`src/hdl/pfb_ram.sv`:
```
// single-port-write / single-port-read RAM, registered read data
module pfb_ram #(
   parameter  int WIDTH = 8,
   parameter  int DEPTH = 256,
   localparam int AW    = $clog2(DEPTH)
) (
   input  logic             clock,
   input  logic             wr_en,
   input  logic [AW-1:0]    wr_addr,
   input  logic [WIDTH-1:0] wr_data,
   input  logic             rd_en,
   input  logic [AW-1:0]    rd_addr,
   output logic [WIDTH-1:0] rd_data
);

   logic [WIDTH-1:0] mem_ff [DEPTH];

   always_ff @(posedge clock) begin
      if (wr_en) begin
         mem_ff[wr_addr] <= wr_data;
      end
      if (rd_en) begin
         rd_data <= mem_ff[rd_addr];
      end
   end

endmodule

```
`config.mk`:
```
export PLATFORM = sky130hd
export DESIGN_NAME = pfb_ram
export DESIGN_NICKNAME = d
export VERILOG_FILES = /design/src/hdl/pfb_ram.sv
export SDC_FILE = /design/constraint.sdc
export NUM_CORES = 2
export LEC_CHECK = 0
export ABC_AREA = 0
export BUFFER_PORTS_ARGS = -buffer_cell sky130_fd_sc_hd__buf_2
export CAP_MARGIN = 10
export CORE_MARGIN = 2
export CORE_UTILIZATION = 47
export DETAILED_ROUTE_END_ITERATION = 6
export SLEW_MARGIN = 20
export SYNTH_ARGS = -nofsm -noshare
export SYNTH_HDL_FRONTEND = slang
export SYNTH_SLANG_ARGS = --single-unit
export TNS_END_PERCENT = 20
```
`constraint.sdc`:
```
create_clock -name clock -period 4.2 [get_ports clock]
set_clock_uncertainty 0.2 [all_clocks]
set_input_delay 0.84 -clock clock [delete_from_list [all_inputs] [get_ports clock]]
set_output_delay 0.84 -clock clock [all_outputs]
set_load 0.02 [all_outputs]
```
==> impl_summary.log <==
INFO  metric synth_enable_flop_cells = between 2000 and 2500
INFO  metric remaining_max_slew_budget_at_the_tightest_pin = 0.307
INFO  metric post_cts.resized_instances = 0
INFO  metric synth-seq-area-share = 0.775
INFO  metric dp.final_hpwl = 129000 µm
INFO  metric final-setup-viol-count = 0
INFO  metric vias_per_cell = roughly 6
INFO  metric wirelength = a little over 200000 µm
INFO  metric layout-drive-gt1-share = 0.281
INFO  metric finalWeightedCongestion = around 0.83
INFO  metric synthesis.area = ~0.080 mm²
INFO  metric grt_overflow_total = 0
INFO  metric synthArstFlopShare = 0
INFO  metric period_utilization_post_route = 0.869
INFO  metric p_int = between 30000 and 40000 µW
INFO  metric post_cts.repair.setup_buffers = 0
INFO  metric wire_length_on_met3 = roughly 15000 µm
INFO  metric io_pins = 35
INFO  metric clkTransAtPathRegs = about 0.07 ns
INFO  metric power_frac_seq = 0.527
INFO  metric drc = 0
INFO  metric maxClockFrequency = 274 MHz
INFO  metric finalHoldViolations = 0
INFO  metric setup_tns = 0 ns
INFO  metric clock_tree_from_tritoncts = built
INFO  metric dp_worst_setup_slack = -0.211 ns
INFO  metric synth-seq-cells = approximately 2100
INFO  metric cts_buffers = ~210
INFO  metric top_cell_type_s_share_of_synthesized_area = 0.775
INFO  metric core = 0.169 mm²
INFO  metric clk-insertion-delay-late = approximately 0.84 ns
INFO  metric ys_top_cells_by_area = sky130_fd_sc_hd__edfxtp_1, sky130_fd_sc_hd__mux4_2, sky130_fd_sc_hd__mux2i_1, sky130_fd_sc_hd__nor2_1, sky130_fd_sc_hd__a22oi_1
INFO  metric drtIter0Drc = about 4600
INFO  metric setup.worst_path.class = input port to register
INFO  metric final_net_count = 4201
INFO  metric grt_start_max_net_pins = ~140
INFO  metric critical_path_data_arrival_time = 4.01 ns
INFO  metric topRoutingLayerUsed = met5
INFO  metric gate_count_after_technology_mapping = around 3700
INFO  metric antenna_found_initial = 11
INFO  metric crit_path_max_fanout = 14
INFO  metric top_ff_cell_synth = sky130_fd_sc_hd__edfxtp_1
INFO  metric drv_slew = 0
INFO  metric worst_setup_path_start_kind = input port
INFO  metric setup.worst_path.end_class = register
INFO  metric place_inst = 6185
INFO  metric yosysWarningCount = 0
INFO  metric met1Wirelength = between 80000 and 90000 µm
INFO  metric max-vdd-ir-drop = around 0.45 mV
INFO  metric max-cap-violations = 0
INFO  metric dieWidth = around 420 µm
INFO  metric power.share.clock = 0.422
INFO  metric setup_ws = 0.551 ns
INFO  metric wl_met2 = just under 100000 µm
INFO  metric run_status = completed
INFO  metric mappedNetlistNets = roughly 3800
INFO  metric clockRootBuffer = sky130_fd_sc_hd__clkbuf_16
INFO  metric holdCritPathClass = input port to register
INFO  metric pwr_density_cell = 468 mW/mm²
INFO  metric grt_setup_unrepaired = no
INFO  metric relative_contribution_of_combinational_cells_to_total_power = 0.051
INFO  metric floorplan.initialDensity = 0.471
INFO  metric die_area = around 0.17 mm²
INFO  metric via_count = about 40000
INFO  metric drt_first_pass_iters = 7
INFO  metric grt_first_pass_wirelength = 291000 µm
INFO  metric worst-slew-pin-transition = between 1 and 1.5 ns
INFO  metric crit_required = between 4 and 5 ns
INFO  metric ctsHoldBuffers = 0
INFO  metric detail-route-antenna-nets = 0
INFO  metric via_count_of_the_first_global_routing_pass = 40100
INFO  metric post_synth_num_cell_types = 54
INFO  metric layout_min_cycle_time = approximately 3.6 ns
INFO  metric syn_to_final_growth = 15.3%
INFO  metric die_height = a little over 400 µm
INFO  metric row_count = around 150
INFO  metric htree_num_levels = 4
INFO  metric grt_usage = 0.235
INFO  metric routed_length_per_instance = 30.9 µm
INFO  metric port_buffers = 34
INFO  metric syn_avg_cell_area = around 21 µm²
INFO  metric clock-sinks = approximately 2100
INFO  metric p_switching = between 9000 and 10000 µW
INFO  metric power.switching_fraction = 0.210
INFO  metric library_cell_occupying_the_most_area_in_the_post_synthesis_netlist = sky130_fd_sc_hd__edfxtp_1
INFO  metric whs = 0.226 ns
INFO  metric non_filler_instances = around 6600
INFO  metric clk_path_buf_depth = 3
INFO  metric cellLeakagePower = a little under 0.03 µW
INFO  metric design_power_total = between 40000 and 50000 µW
==> path summary, 6_finish.rpt <==
kind / from / slack, ns / cells after the start / to
max: rd_addr[0] / 0.55 / 10 / rd_data[5]
min: rd_en / 0.23 / 1 / rd_data[0]
max reg2reg: mem_ff[81][5] / 1.14 / 6 / rd_data[5]
min reg2reg: mem_ff[33][5] / 0.98 / 7 / rd_data[5]
==> per-layer routing <==
| layer | global-route usage | vias to the layer above |
|---|---|---|
| met1 | 0.346 | 21300 |
| met4 | 0.0560 | 2 |
| met3 | 0.0370 | 247 |
| met2 | 0.372 | 1694 |
| met5 | 0 | - |
| li1 | - | 16600 |
==> through the flow <==
stage	utilization	cell area [µm²]
after CTS	0.543	91800
after floorplan	-	79600
after global routing	0.544	91800
after global placement	0.504	85200
after detailed placement	0.504	85200
final	0.544	91800
==> cell type report <==
| cell class | instances | area, µm² |
|---|---|---|
| diodes | 6 | 15.0 |
| clock buffers | 264 | 5440 |
| clock inverters | 106 | 1180 |
| fillers | 12900 | 77100 |
| inverters | 2 | 7.51 |
| multi-input cells | 1442 | 16500 |
| flip-flops and latches | 2056 | 61700 |
| well taps | 2218 | 2780 |
| repair buffers | 467 | 4140 |
==> cells in the mapped netlist, types with 2 or more instances <==
cell type / instances
sky130_fd_sc_hd__a211oi_1: 16
sky130_fd_sc_hd__clkbuf_1: 111
sky130_fd_sc_hd__a311oi_1: 2
sky130_fd_sc_hd__o32ai_1: 4
sky130_fd_sc_hd__nand2b_1: 8
sky130_fd_sc_hd__a221oi_1: 13
sky130_fd_sc_hd__buf_4: 27
sky130_fd_sc_hd__nand3_1: 34
sky130_fd_sc_hd__buf_2: 31
sky130_fd_sc_hd__a21oi_1: 96
sky130_fd_sc_hd__a2111oi_0: 2
sky130_fd_sc_hd__o221ai_1: 46
sky130_fd_sc_hd__buf_1: 22
sky130_fd_sc_hd__o22ai_1: 28
sky130_fd_sc_hd__and2_1: 6
sky130_fd_sc_hd__and3b_1: 2
sky130_fd_sc_hd__buf_8: 13
sky130_fd_sc_hd__nor2b_1: 31
sky130_fd_sc_hd__nor3_1: 22
sky130_fd_sc_hd__nor4_1: 24
sky130_fd_sc_hd__or2_2: 4
sky130_fd_sc_hd__o21ai_1: 2
sky130_fd_sc_hd__edfxtp_1: 2056
sky130_fd_sc_hd__o211ai_1: 10
sky130_fd_sc_hd__buf_12: 8
sky130_fd_sc_hd__nand2_1: 33
sky130_fd_sc_hd__mux4_2: 454
sky130_fd_sc_hd__nand3b_1: 2
sky130_fd_sc_hd__a22oi_1: 133
sky130_fd_sc_hd__o21ai_0: 10
sky130_fd_sc_hd__o22a_1: 5
sky130_fd_sc_hd__nand4_1: 10
sky130_fd_sc_hd__nor4_2: 3
sky130_fd_sc_hd__a31oi_1: 2
sky130_fd_sc_hd__a2111oi_1: 2
sky130_fd_sc_hd__mux2i_1: 134
sky130_fd_sc_hd__mux4_1: 2
sky130_fd_sc_hd__nor2_1: 282
sky130_fd_sc_hd__a22o_1: 8
sky130_fd_sc_hd__buf_6: 21
==> power groups by stage <==
stage	logic [µW]	clock network [µW]	registers (µW)
3_5_place_dp	2200	0	23100
4_1_cts	2210	18400	22700
3_3_place_gp	2180	0	23100
5_1_grt	2310	19200	22600
6_report	2190	18100	22700
2_1_floorplan	1100	0	23100
==> flip-flops by register name, summed over array words and instances, names as in the netlist <==
name	cells
rd_data	8
mem_ff	2048
==> worst max-delay path, cell delays in order <==
cell,delay (ns)
sky130_fd_sc_hd__buf_8,0.19
sky130_fd_sc_hd__buf_12,0.23
sky130_fd_sc_hd__buf_12,0.20
sky130_fd_sc_hd__buf_12,0.18
sky130_fd_sc_hd__buf_4,0.25
sky130_fd_sc_hd__mux4_2,0.55
sky130_fd_sc_hd__a221oi_1,0.71
sky130_fd_sc_hd__o32ai_1,0.30
sky130_fd_sc_hd__nor3_1,0.39
sky130_fd_sc_hd__nor4_1,0.11
==> layout by cell type, fill, tap and decap left out, types with 23 or more instances in the layout <==
cell type                   count
sky130_fd_sc_hd__a21oi_1       96
sky130_fd_sc_hd__a22oi_1      133
sky130_fd_sc_hd__buf_12        49
sky130_fd_sc_hd__buf_4        386
sky130_fd_sc_hd__bufinv_16     23
sky130_fd_sc_hd__clkbuf_1      55
sky130_fd_sc_hd__clkbuf_16    209
sky130_fd_sc_hd__clkinv_1      46
sky130_fd_sc_hd__clkinv_2      24
sky130_fd_sc_hd__edfxtp_1    2056
sky130_fd_sc_hd__mux2i_1      134
sky130_fd_sc_hd__mux4_2       454
sky130_fd_sc_hd__nand2_1       33
sky130_fd_sc_hd__nand3_1       31
sky130_fd_sc_hd__nor2_1       279
sky130_fd_sc_hd__nor2b_1       28
sky130_fd_sc_hd__o221ai_1      46
sky130_fd_sc_hd__o22ai_1       28
==> logic make-up after synthesis <==
group           count (synthesis)  synth area share
buf+inv                       235            0.0183
compound gates                385            0.0342
flops                        2056             0.775
simple gates                  466            0.0263
mux                           591             0.146
Power figures use the tool's default switching activity.
